## src/hdl/bed_pkg.sv

```systemverilog
package bed_pkg;

	localparam int TickWidthDef = 32;
	localparam int TickInW      = 32;
	localparam int CfgIndexW    = 3;
	localparam int CfgDataW     = 16;
	localparam int DebCountW    = 9;

	localparam logic [CfgIndexW-1:0] REG_PRESS_LEVEL      = 3'd0;
	localparam logic [CfgIndexW-1:0] REG_DEB_PERIOD       = 3'd1;
	localparam logic [CfgIndexW-1:0] REG_DEBOUNCE_REPEATS = 3'd2;
	localparam logic [CfgIndexW-1:0] REG_HOLD_PERIOD      = 3'd3;
	localparam logic [CfgIndexW-1:0] REG_TAP_WINDOW       = 3'd4;
	localparam logic [CfgIndexW-1:0] REG_EVENT_ENABLE     = 3'd5;

	localparam logic        PRESS_LEVEL_RST      = 1'b0;
	localparam logic [15:0] DEB_PERIOD_RST       = 16'd20;
	localparam logic [7:0]  DEBOUNCE_REPEATS_RST = 8'd1;
	localparam logic [15:0] HOLD_PERIOD_RST      = 16'd1000;
	localparam logic [15:0] TAP_WINDOW_RST       = 16'd200;
	localparam logic [5:0]  EVENT_ENABLE_RST     = 6'h3F;

	typedef logic [2:0] event_t;

	localparam event_t EV_NONE   = 3'd0;
	localparam event_t EV_UP     = 3'd1;
	localparam event_t EV_DOWN   = 3'd2;
	localparam event_t EV_LSTART = 3'd3;
	localparam event_t EV_LHOLD  = 3'd4;
	localparam event_t EV_LSTOP  = 3'd5;
	localparam event_t EV_TAP    = 3'd6;

	typedef struct packed {
		logic        press_level;
		logic [15:0] deb_period;
		logic [7:0]  debounce_repeats;
		logic [15:0] hold_period;
		logic [15:0] tap_window;
		logic [5:0]  event_enable;
	} cfg_t;

	// Request to clear the detector state; the debounced level restarts at idle_level.
	typedef struct packed {
		logic clear;
		logic idle_level;
	} clr_t;

endpackage

```

## src/hdl/bed_config.sv

```systemverilog
module bed_config (
	input  logic                          clk,
	input  logic                          arst_n,
	input  logic                          cfg_valid,
	output logic                          cfg_ready,
	input  logic [bed_pkg::CfgIndexW-1:0] cfg_index,
	input  logic [bed_pkg::CfgDataW-1:0]  cfg_data,
	output bed_pkg::cfg_t                 cfg,
	output bed_pkg::clr_t                 clr
);
	import bed_pkg::*;

	cfg_t cfg_q;
	logic hit;

	assign cfg_ready = 1'b1;
	assign cfg       = cfg_q;

	always_comb begin
		hit = 1'b0;
		case (cfg_index)
			REG_PRESS_LEVEL, REG_DEB_PERIOD, REG_DEBOUNCE_REPEATS,
			REG_HOLD_PERIOD, REG_TAP_WINDOW, REG_EVENT_ENABLE: hit = 1'b1;
			default: hit = 1'b0;
		endcase
	end

	// A write to a known register clears the detector, using the new pressed level.
	always_comb begin
		clr.clear      = cfg_valid && hit;
		clr.idle_level = (cfg_index == REG_PRESS_LEVEL) ? ~cfg_data[0] : ~cfg_q.press_level;
	end

	always_ff @(posedge clk or negedge arst_n) begin
		if (!arst_n) begin
			cfg_q.press_level      <= PRESS_LEVEL_RST;
			cfg_q.deb_period       <= DEB_PERIOD_RST;
			cfg_q.debounce_repeats <= DEBOUNCE_REPEATS_RST;
			cfg_q.hold_period      <= HOLD_PERIOD_RST;
			cfg_q.tap_window       <= TAP_WINDOW_RST;
			cfg_q.event_enable     <= EVENT_ENABLE_RST;
		end else if (cfg_valid) begin
			case (cfg_index)
				REG_PRESS_LEVEL:      cfg_q.press_level      <= cfg_data[0];
				REG_DEB_PERIOD:       cfg_q.deb_period       <= cfg_data;
				REG_DEBOUNCE_REPEATS: cfg_q.debounce_repeats <= cfg_data[7:0];
				REG_HOLD_PERIOD:      cfg_q.hold_period      <= cfg_data;
				REG_TAP_WINDOW:       cfg_q.tap_window       <= cfg_data;
				REG_EVENT_ENABLE:     cfg_q.event_enable     <= cfg_data[5:0];
				default: ;
			endcase
		end
	end

endmodule

```

## src/hdl/bed_debounce.sv

```systemverilog
module bed_debounce #(
	parameter int TICK_WIDTH = bed_pkg::TickWidthDef
) (
	input  logic                  clk,
	input  logic                  arst_n,
	input  bed_pkg::cfg_t         cfg,
	input  bed_pkg::clr_t         clr,
	input  logic                  step,
	input  logic [TICK_WIDTH-1:0] tick,
	input  logic                  raw_level,
	output logic                  level
);
	import bed_pkg::*;

	logic                  level_q;
	logic                  busy_q;
	logic [TICK_WIDTH-1:0] start_q;
	logic [DebCountW-1:0]  count_q;

	logic                  level_d;
	logic                  busy_d;
	logic [TICK_WIDTH-1:0] start_d;
	logic [DebCountW-1:0]  count_d;
	logic [TICK_WIDTH-1:0] elapsed;

	always_comb begin
		level_d = level_q;
		busy_d  = busy_q;
		start_d = start_q;
		count_d = count_q;
		elapsed = '0;
		if (cfg.deb_period == 16'd0) begin
			level_d = raw_level;
		end else begin
			if (raw_level == level_q) begin
				busy_d = 1'b0;
			end else if (!busy_q) begin
				busy_d  = 1'b1;
				start_d = tick;
			end
			elapsed = tick - start_d;
			// The interval is done; count it and restart the interval timer.
			if (busy_d && ({{(TICK_WIDTH-16){1'b0}}, cfg.deb_period} <= elapsed)) begin
				count_d = count_q + 1'b1;
				if (count_d > {1'b0, cfg.debounce_repeats}) begin
					busy_d  = 1'b0;
					level_d = raw_level;
					count_d = '0;
				end
				start_d = tick;
			end
		end
	end

	assign level = level_d;

	always_ff @(posedge clk or negedge arst_n) begin
		if (!arst_n) begin
			level_q <= ~PRESS_LEVEL_RST;
			busy_q  <= 1'b0;
			start_q <= '0;
			count_q <= '0;
		end else if (clr.clear) begin
			level_q <= clr.idle_level;
			busy_q  <= 1'b0;
			start_q <= '0;
			count_q <= '0;
		end else if (step) begin
			level_q <= level_d;
			busy_q  <= busy_d;
			start_q <= start_d;
			count_q <= count_d;
		end
	end

endmodule

```

## src/hdl/bed_fsm.sv

```systemverilog
module bed_fsm #(
	parameter int TICK_WIDTH = bed_pkg::TickWidthDef
) (
	input  logic                  clk,
	input  logic                  arst_n,
	input  bed_pkg::cfg_t         cfg,
	input  bed_pkg::clr_t         clr,
	input  logic                  step,
	input  logic [TICK_WIDTH-1:0] tick,
	input  logic                  act,
	output bed_pkg::event_t       event_res,
	output logic [7:0]            tap_count
);
	import bed_pkg::*;

	localparam logic [2:0] ST_INIT     = 3'd0;
	localparam logic [2:0] ST_IDLE     = 3'd1;
	localparam logic [2:0] ST_DOWN     = 3'd2;
	localparam logic [2:0] ST_PRESSED  = 3'd3;
	localparam logic [2:0] ST_LONG     = 3'd4;
	localparam logic [2:0] ST_UP       = 3'd5;
	localparam logic [2:0] ST_RELEASED = 3'd6;

	logic [2:0]            state_q;
	logic [TICK_WIDTH-1:0] event_tick_q;
	logic [7:0]            tap_q;

	logic [2:0]            state_d;
	logic [TICK_WIDTH-1:0] event_tick_d;
	logic [7:0]            tap_d;
	logic [TICK_WIDTH-1:0] diff;
	logic [TICK_WIDTH-1:0] long_term;
	logic [TICK_WIDTH-1:0] tap_term;
	event_t                ev;
	logic                  tap_shown;

	assign diff      = tick - event_tick_q;
	assign long_term = {{(TICK_WIDTH-16){1'b0}}, cfg.hold_period};
	assign tap_term  = {{(TICK_WIDTH-16){1'b0}}, cfg.tap_window};

	always_comb begin
		state_d      = state_q;
		event_tick_d = event_tick_q;
		tap_d        = tap_q;
		ev           = EV_NONE;
		tap_shown    = 1'b0;
		case (state_q)
			ST_INIT: begin
				if (act) begin
					state_d = ST_DOWN;
				end else begin
					ev      = EV_UP;
					state_d = ST_IDLE;
				end
			end
			ST_IDLE: begin
				if (act) state_d = ST_DOWN;
			end
			ST_DOWN: begin
				ev           = EV_DOWN;
				state_d      = ST_PRESSED;
				event_tick_d = tick;
			end
			ST_PRESSED: begin
				if (!act) begin
					state_d = ST_UP;
				end else if (diff > long_term) begin
					ev      = EV_LSTART;
					tap_d   = '0;
					state_d = ST_LONG;
				end
			end
			ST_LONG: begin
				if (act) begin
					ev = EV_LHOLD;
				end else begin
					ev      = EV_LSTOP;
					state_d = ST_UP;
				end
			end
			ST_UP: begin
				if (diff <= tap_term && tap_q != 8'hFF) tap_d = tap_q + 8'd1;
				ev           = EV_UP;
				event_tick_d = tick;
				state_d      = ST_RELEASED;
			end
			ST_RELEASED: begin
				if (act) begin
					state_d = ST_DOWN;
				end else if (diff > tap_term) begin
					// The tap report shows the count before it is cleared.
					if (cfg.event_enable[EV_TAP-EV_UP] && tap_q != 8'd0) begin
						ev        = EV_TAP;
						tap_shown = 1'b1;
						tap_d     = '0;
					end
					state_d      = ST_IDLE;
					event_tick_d = '0;
				end
			end
			default: ;
		endcase
	end

	always_comb begin
		event_res = ev;
		if (ev != EV_NONE && !cfg.event_enable[ev-EV_UP]) event_res = EV_NONE;
		tap_count = tap_shown ? tap_q : tap_d;
	end

	always_ff @(posedge clk or negedge arst_n) begin
		if (!arst_n) begin
			state_q      <= ST_INIT;
			event_tick_q <= '0;
			tap_q        <= '0;
		end else if (clr.clear) begin
			state_q      <= ST_INIT;
			event_tick_q <= '0;
			tap_q        <= '0;
		end else if (step) begin
			state_q      <= state_d;
			event_tick_q <= event_tick_d;
			tap_q        <= tap_d;
		end
	end

endmodule

```

## src/hdl/button_event_detector.sv

```systemverilog
// Channel   Direction  Contents
// s_*       in         tdata: tick [31:0], raw_level [32]
// m_*       out        tdata: tap_count [7:0], stable_level [8]; tuser: event_res [2:0]
// cfg_*     in         cfg_index selects the register, cfg_data holds the value
//
// One sample per clock is sustained while m_tready does not stall the result register;
// each sample passes through the sample register and then the result register.
// The sample register feeds a single compute stage that updates the debouncer and the
// button state machine and loads the result register in the same cycle.
// A stalled m_tready holds the result; the sample register still accepts an item if it is empty.
// Reset and any write to a known register return the detector to its start state.
module button_event_detector #(
	parameter int TICK_WIDTH = bed_pkg::TickWidthDef
) (
	input  logic                          clk,
	input  logic                          arst_n,
	input  logic                          s_tvalid,
	output logic                          s_tready,
	input  logic [39:0]                   s_tdata,   // tick, raw_level
	output logic                          m_tvalid,
	input  logic                          m_tready,
	output logic [15:0]                   m_tdata,   // tap_count, stable_level
	output bed_pkg::event_t               m_tuser,   // event_res
	input  logic                          cfg_valid,
	output logic                          cfg_ready,
	input  logic [bed_pkg::CfgIndexW-1:0] cfg_index,
	input  logic [bed_pkg::CfgDataW-1:0]  cfg_data
);
	import bed_pkg::*;

	cfg_t                  cfg;
	clr_t                  clr;
	logic [TICK_WIDTH-1:0] tick_in;

	logic                  valid_s1;
	logic [TICK_WIDTH-1:0] tick_s1;
	logic                  lvl_s1;

	logic                  valid_s2;
	event_t                ev_s2;
	logic [7:0]            tap_s2;
	logic                  lvl_s2;

	logic                  advance;
	logic                  step;
	logic                  level;
	event_t                ev;
	logic [7:0]            tap;

	generate
		if (TICK_WIDTH > TickInW) begin : g_tick_ext
			assign tick_in = {{(TICK_WIDTH-TickInW){1'b0}}, s_tdata[TickInW-1:0]};
		end else begin : g_tick_cut
			assign tick_in = s_tdata[TICK_WIDTH-1:0];
		end
	endgenerate

	assign advance  = !valid_s2 || m_tready;
	assign step     = valid_s1 && advance;
	assign s_tready = !valid_s1 || advance;

	bed_config u_config (
		.clk       (clk),
		.arst_n    (arst_n),
		.cfg_valid (cfg_valid),
		.cfg_ready (cfg_ready),
		.cfg_index (cfg_index),
		.cfg_data  (cfg_data),
		.cfg       (cfg),
		.clr       (clr)
	);

	bed_debounce #(.TICK_WIDTH(TICK_WIDTH)) u_debounce (
		.clk       (clk),
		.arst_n    (arst_n),
		.cfg       (cfg),
		.clr       (clr),
		.step      (step),
		.tick      (tick_s1),
		.raw_level (lvl_s1),
		.level     (level)
	);

	bed_fsm #(.TICK_WIDTH(TICK_WIDTH)) u_fsm (
		.clk       (clk),
		.arst_n    (arst_n),
		.cfg       (cfg),
		.clr       (clr),
		.step      (step),
		.tick      (tick_s1),
		.act       (level == cfg.press_level),
		.event_res (ev),
		.tap_count (tap)
	);

	always_ff @(posedge clk or negedge arst_n) begin
		if (!arst_n) begin
			valid_s1 <= 1'b0;
		end else if (s_tready) begin
			valid_s1 <= s_tvalid;
		end
	end

	always_ff @(posedge clk) begin
		if (s_tready && s_tvalid) begin
			tick_s1 <= tick_in;
			lvl_s1  <= s_tdata[TickInW];
		end
	end

	always_ff @(posedge clk or negedge arst_n) begin
		if (!arst_n) begin
			valid_s2 <= 1'b0;
		end else if (advance) begin
			valid_s2 <= valid_s1;
		end
	end

	always_ff @(posedge clk) begin
		if (step) begin
			ev_s2  <= ev;
			tap_s2 <= tap;
			lvl_s2 <= level;
		end
	end

	assign m_tvalid = valid_s2;
	assign m_tdata  = {7'd0, lvl_s2, tap_s2};
	assign m_tuser  = ev_s2;

endmodule
```

## config.mk

```make
export PLATFORM = sky130hd
export DESIGN_NAME = button_event_detector
export DESIGN_NICKNAME = d
export VERILOG_FILES = /design/src/hdl/bed_pkg.sv /design/src/hdl/bed_config.sv /design/src/hdl/bed_debounce.sv /design/src/hdl/bed_fsm.sv /design/src/hdl/button_event_detector.sv
export SDC_FILE = /design/constraint.sdc
export NUM_CORES = 1
export LEC_CHECK = 0
export CORE_UTILIZATION = 45
export DETAILED_ROUTE_END_ITERATION = 7
export DONT_BUFFER_PORTS = 1
export SLEW_MARGIN = 20
export SYNTH_ARGS = -nofsm -noshare
export SYNTH_HDL_FRONTEND = slang
export SYNTH_SLANG_ARGS = --single-unit
export TNS_END_PERCENT = 20
```

## constraint.sdc

```tcl
create_clock -name clk -period 7.88 [get_ports clk]
set_clock_uncertainty 0.05 [all_clocks]
set_input_delay 1.576 -clock clk [delete_from_list [all_inputs] [get_ports clk]]
set_output_delay 1.576 -clock clk [all_outputs]
set_load 0.02 [all_outputs]
```

==> impl_metrics.prom <==
# TYPE chip_impl_metric gauge
chip_impl_metric{name="grt_pass1_wl",unit="um"} 58660
chip_impl_metric{name="r2r.worst_path.cells",unit=""} 25
chip_impl_info{name="yosys-top-cells-area",value="dfrtp_1, ha_1, edfxtp_1"} 1
chip_impl_info{name="rsz_0062_raised_after_global_routing",value="no"} 1
chip_impl_info{name="r2r_start",value="lvl_s1"} 1
chip_impl_info{name="synth_flop_cell",value="dfrtp_1"} 1
chip_impl_metric{name="clock_latency",unit="ns"} 0.47
chip_impl_info{name="status",value="complete, no violations"} 1
chip_impl_metric{name="drt_iter0_markers",unit=""} 763
chip_impl_metric{name="route.detailed.vias_per_inst",unit=""} 5.847
chip_impl_metric{name="global_route.overflow_total",unit=""} 0
chip_impl_metric{name="max_cap_viol_count",unit=""} 0
chip_impl_info{name="hold_start",value="valid_s1"} 1
chip_impl_metric{name="drtPass1Iterations",unit=""} 5
chip_impl_metric{name="setup_tns",unit="ns"} 0
chip_impl_metric{name="max-vdd-ir-drop",unit="mV"} 0.1704
chip_impl_metric{name="timing.final.crit_share",unit="%"} 92.22
chip_impl_metric{name="yosys.area.top_type_share",unit="%"} 23.14
chip_impl_info{name="type_of_the_worst_setup_path",value="reg -> reg"} 1
chip_impl_metric{name="netSwitchingFraction",unit="%"} 41.55
chip_impl_metric{name="min_delay_path_depth",unit=""} 2
chip_impl_metric{name="final_net_count",unit=""} 1733
chip_impl_info{name="r2r_end",value="m_tuser[0]"} 1
chip_impl_metric{name="floorplan.initialDensity",unit="%"} 46.19
chip_impl_info{name="hold_path_end",value="m_tvalid"} 1
chip_impl_metric{name="slew_headroom",unit="%"} 30.44
chip_impl_metric{name="post_cts_hold_buffer_count",unit=""} 0
chip_impl_metric{name="synth.cell_area",unit="um2"} 14280
chip_impl_metric{name="detailroute.via_count",unit=""} 11414
chip_impl_metric{name="sequential_to_total_area_share_from_yosys_stat",unit="%"} 36.10
chip_impl_metric{name="synth_warnings",unit=""} 0
chip_impl_metric{name="r2r_slack",unit="ns"} 0.61
chip_impl_metric{name="cts_sinks",unit=""} 196
chip_impl_metric{name="clk_path_buf_depth",unit=""} 2
chip_impl_metric{name="timing.final.max_slew_violations",unit=""} 0
chip_impl_info{name="setup.worst_path.end_class",value="flip-flop"} 1
chip_impl_metric{name="wl",unit="um"} 36420
chip_impl_metric{name="io_pins",unit=""} 86
chip_impl_metric{name="timing.critical_path.required",unit="ns"} 8.03
chip_impl_metric{name="port-buffer-count",unit=""} 0
chip_impl_metric{name="floorplan.rows",unit=""} 64
chip_impl_metric{name="grt_start_max_net_pins",unit=""} 152
chip_impl_metric{name="final-setup-viol-count",unit=""} 0
chip_impl_metric{name="worst_hold_slack",unit="ns"} 0.4334
chip_impl_metric{name="asyncSetResetFlopFracSynth",unit="%"} 77.04
chip_impl_metric{name="die_width",unit="um"} 180.1
chip_impl_info{name="cts-root-buf",value="clkbuf_16"} 1
chip_impl_metric{name="post_drt_wl_per_cell",unit="um"} 18.66
chip_impl_metric{name="clockPowerShare",unit="%"} 20.7
chip_impl_info{name="post-synth-top-area-cell",value="dfrtp_1"} 1
chip_impl_metric{name="timing_limited_maximum_frequency",unit="GHz"} 0.1376
chip_impl_metric{name="core_region_area",unit="um2"} 30910
chip_impl_metric{name="pwr-share-comb",unit="%"} 47.2
chip_impl_metric{name="crit_path_max_fanout",unit=""} 12
chip_impl_metric{name="clk_transition_reported_paths",unit="ns"} 0.08
chip_impl_metric{name="drt.antenna.violating_nets",unit=""} 0
chip_impl_metric{name="grt.total_usage",unit="%"} 22.89
chip_impl_metric{name="synth-edff-count",unit=""} 45
chip_impl_metric{name="total_net_switching_power",unit="W"} 0.001733
chip_impl_metric{name="place.gp.congestion",unit=""} 0.9435
chip_impl_metric{name="grt_pass1_vias",unit=""} 10868
chip_impl_metric{name="number_of_antenna_violations_at_the_first_check_in_global_routing",unit=""} 1
chip_impl_metric{name="seq_power_share",unit="%"} 32.1
chip_impl_info{name="clock_tree_from_tritoncts",value="built"} 1
chip_impl_metric{name="synth.avg_cell_area",unit="um2"} 8.984
chip_impl_metric{name="layout-drive-gt1-share",unit="%"} 9.453
chip_impl_metric{name="area_growth_syn_to_layout",unit="%"} 5.749
chip_impl_metric{name="tritoncts_buffers",unit=""} 17
chip_impl_metric{name="tightestPinTransition",unit="ns"} 1.043
chip_impl_metric{name="syn_inst",unit=""} 1589
chip_impl_metric{name="final_hold_viol_count",unit=""} 0
chip_impl_metric{name="dieHeight",unit="um"} 180.1
chip_impl_metric{name="floorplan.die_area",unit="um2"} 32440
chip_impl_metric{name="n_fill_cell",unit=""} 2928
chip_impl_info{name="startpoint_class_of_the_critical_path",value="flip-flop"} 1
chip_impl_metric{name="hpwlAfterDp",unit="um"} 27060
chip_impl_metric{name="cp_data_arrival_time",unit="ns"} 7.42
chip_impl_metric{name="internal-power",unit="W"} 0.002437
chip_impl_metric{name="p_leak",unit="nW"} 6.384
chip_impl_info{name="worstHoldPathType",value="reg -> reg"} 1
chip_impl_metric{name="sequential_cell_area",unit="um2"} 5154
chip_impl_metric{name="power_density_relative_to_cell_area",unit="nW/um2"} 276.2
chip_impl_metric{name="synth_seq_cells",unit=""} 196
chip_impl_metric{name="multi_input_area",unit="um2"} 8382
chip_impl_metric{name="netlist-cell-type-count",unit=""} 96
chip_impl_metric{name="drc_errors",unit=""} 0
chip_impl_metric{name="minimum_clock_period_after_layout",unit="ns"} 7.267
chip_impl_metric{name="htree_levels",unit=""} 4
layout make-up:
cell class	instances	share of cell area, %
multi-input cells	1211	55.52
flip-flops and latches	196	34.14
well taps	396	3.282
clock buffers	18	2.909
inverters	100	2.486
repair buffers	16	0.8785
clock inverters	14	0.7708
diodes	1	0.01658
kinds of logic after synthesis:
group	Yosys count	share of synthesized area [%]
simple gates	504	17.14
compound gates	400	17.77
flops	196	36.10
buf+inv	188	5.635
fa+ha+maj	127	11.24
mux	120	8.878
xor+xnor	52	3.190
other cells	2	0.05261
placed cells by master, fill, tap and decap left out, types with 13 or more instances in the layout:
| master | synthesis | routed |
|---|---|---|
| nor2_1 | 117 | 116 |
| nand3_1 | 53 | 53 |
| nor3_1 | 22 | 21 |
| and3_1 | 15 | 15 |
| a21oi_1 | 109 | 108 |
| o21a_1 | 13 | 13 |
| inv_1 | 100 | 100 |
| nand2_1 | 167 | 167 |
| mux2i_1 | 76 | 76 |
| dfrtp_1 | 132 | 132 |
| xnor2_1 | 27 | 27 |
| o21ai_0 | 124 | 124 |
| nor2b_1 | 13 | 13 |
| a21o_1 | 28 | 28 |
| xor2_1 | 25 | 25 |
| dfstp_2 | 19 | 19 |
| ha_1 | 125 | 125 |
| edfxtp_1 | 45 | 45 |
| a31oi_1 | 17 | 17 |
| mux2_2 | 43 | 43 |
| buf_4 | 12 | 15 |
| nand2b_1 | 13 | 13 |
| clkbuf_16 | 0 | 17 |
| nand4_1 | 41 | 41 |
cells in the mapped netlist, drive strengths merged, types with 9 or more instances:
| cell | n |
|---|---|
| a211oi | 11 |
| a21o | 28 |
| a21oi | 110 |
| a31oi | 17 |
| and2 | 13 |
| and3 | 16 |
| buf | 29 |
| clkbuf | 59 |
| dfrtp | 132 |
| dfstp | 19 |
| edfxtp | 45 |
| ha | 125 |
| inv | 100 |
| mux2 | 43 |
| mux2i | 76 |
| nand2 | 167 |
| nand2b | 13 |
| nand3 | 53 |
| nand4 | 42 |
| nor2 | 118 |
| nor2b | 13 |
| nor3 | 24 |
| nor4 | 14 |
| o21a | 14 |
| o21ai | 132 |
| o31ai | 9 |
| xnor2 | 27 |
| xor2 | 25 |
worst max-delay path: stages, from the launching register on:
cell	delay [ns]
edfxtp_1	0.44
xnor2_1	0.40
nor2_4	0.08
buf_12	0.16
buf_4	0.18
mux2i_1	0.13
ha_1	0.39
a21oi_1	0.32
o21ai_0	0.21
nor3_2	0.36
xor2_1	0.29
ha_1	0.30
nand4_1	0.17
nor4_1	0.13
a2111oi_1	0.27
o221a_2	0.26
o2111ai_1	0.13
nor4_2	0.32
nand4_2	0.27
a2bb2oi_1	0.33
nand2_1	0.24
a221oi_4	0.47
ha_1	0.33
mux4_2	0.34
nor4b_2	0.32
nor4_1	0.09
sequential cells by signal, indices dropped and copies added (netlist names), 3 cells and up:
register and cells:
tick_s1 32, u_debounce.count_q 9, u_fsm.tap_q 8, u_debounce.start_q 32
u_fsm.event_tick_q 32, u_config.cfg 63, tap_s2 8, m_tuser 3
u_fsm.state_q 3
metrics by stage:
step,power [W],instance area (um2),std cells,utilization [%],worst slack [ns]
final,0.004170,15100,1952,48.84,0.6132
after global routing,0.004485,15100,1952,48.84,0.02118
after CTS,0.004162,15030,1944,48.62,0.3000
after detailed placement,0.003280,14470,1912,46.83,0.3588
after global placement,0.003242,14470,1912,46.83,0.4326
after floorplan,0.002846,14300,1595,-,1.187
power groups by stage:
stage / clock, W / combinational, W / sequential [W]
after global routing: 0.000923 / 0.00220 / 0.00136
after detailed placement: 0 / 0.00192 / 0.00136
final: 0.000864 / 0.00197 / 0.00134
after CTS: 0.000880 / 0.00195 / 0.00134
after floorplan: 0 / 0.00154 / 0.00130
after global placement: 0 / 0.00189 / 0.00135
per-layer routing:
layer	share of wire [%]	global-route usage (%)	vias to the layer above
met4	1.7	6.803	0
met1	48	31.42	5512
met5	0	0	-
met3	3.9	3.800	35
met2	46	37.03	236
li1	-	-	5631
repair_timing:
action	in CTS	in global routing
resized for setup	0	1
buffers inserted	0	7
setup endpoints to repair	0	2
hold endpoints to repair	0	0
worst max-delay path by stage:
stage                       endpoint  slack, ns          startpoint  depth (start not counted)
final                     m_tuser[0]       0.61              lvl_s1                         25
after global routing      m_tuser[0]       0.02              lvl_s1                         27
after CTS                 m_tuser[1]       0.30  u_debounce.level_q                         26
after detailed placement  m_tuser[1]       0.36  u_debounce.level_q                         26
after global placement    m_tuser[1]       0.43  u_debounce.level_q                         26
after floorplan           m_tuser[0]       1.19  u_debounce.level_q                         27
Note: power is estimated with default switching activity, not from simulation.
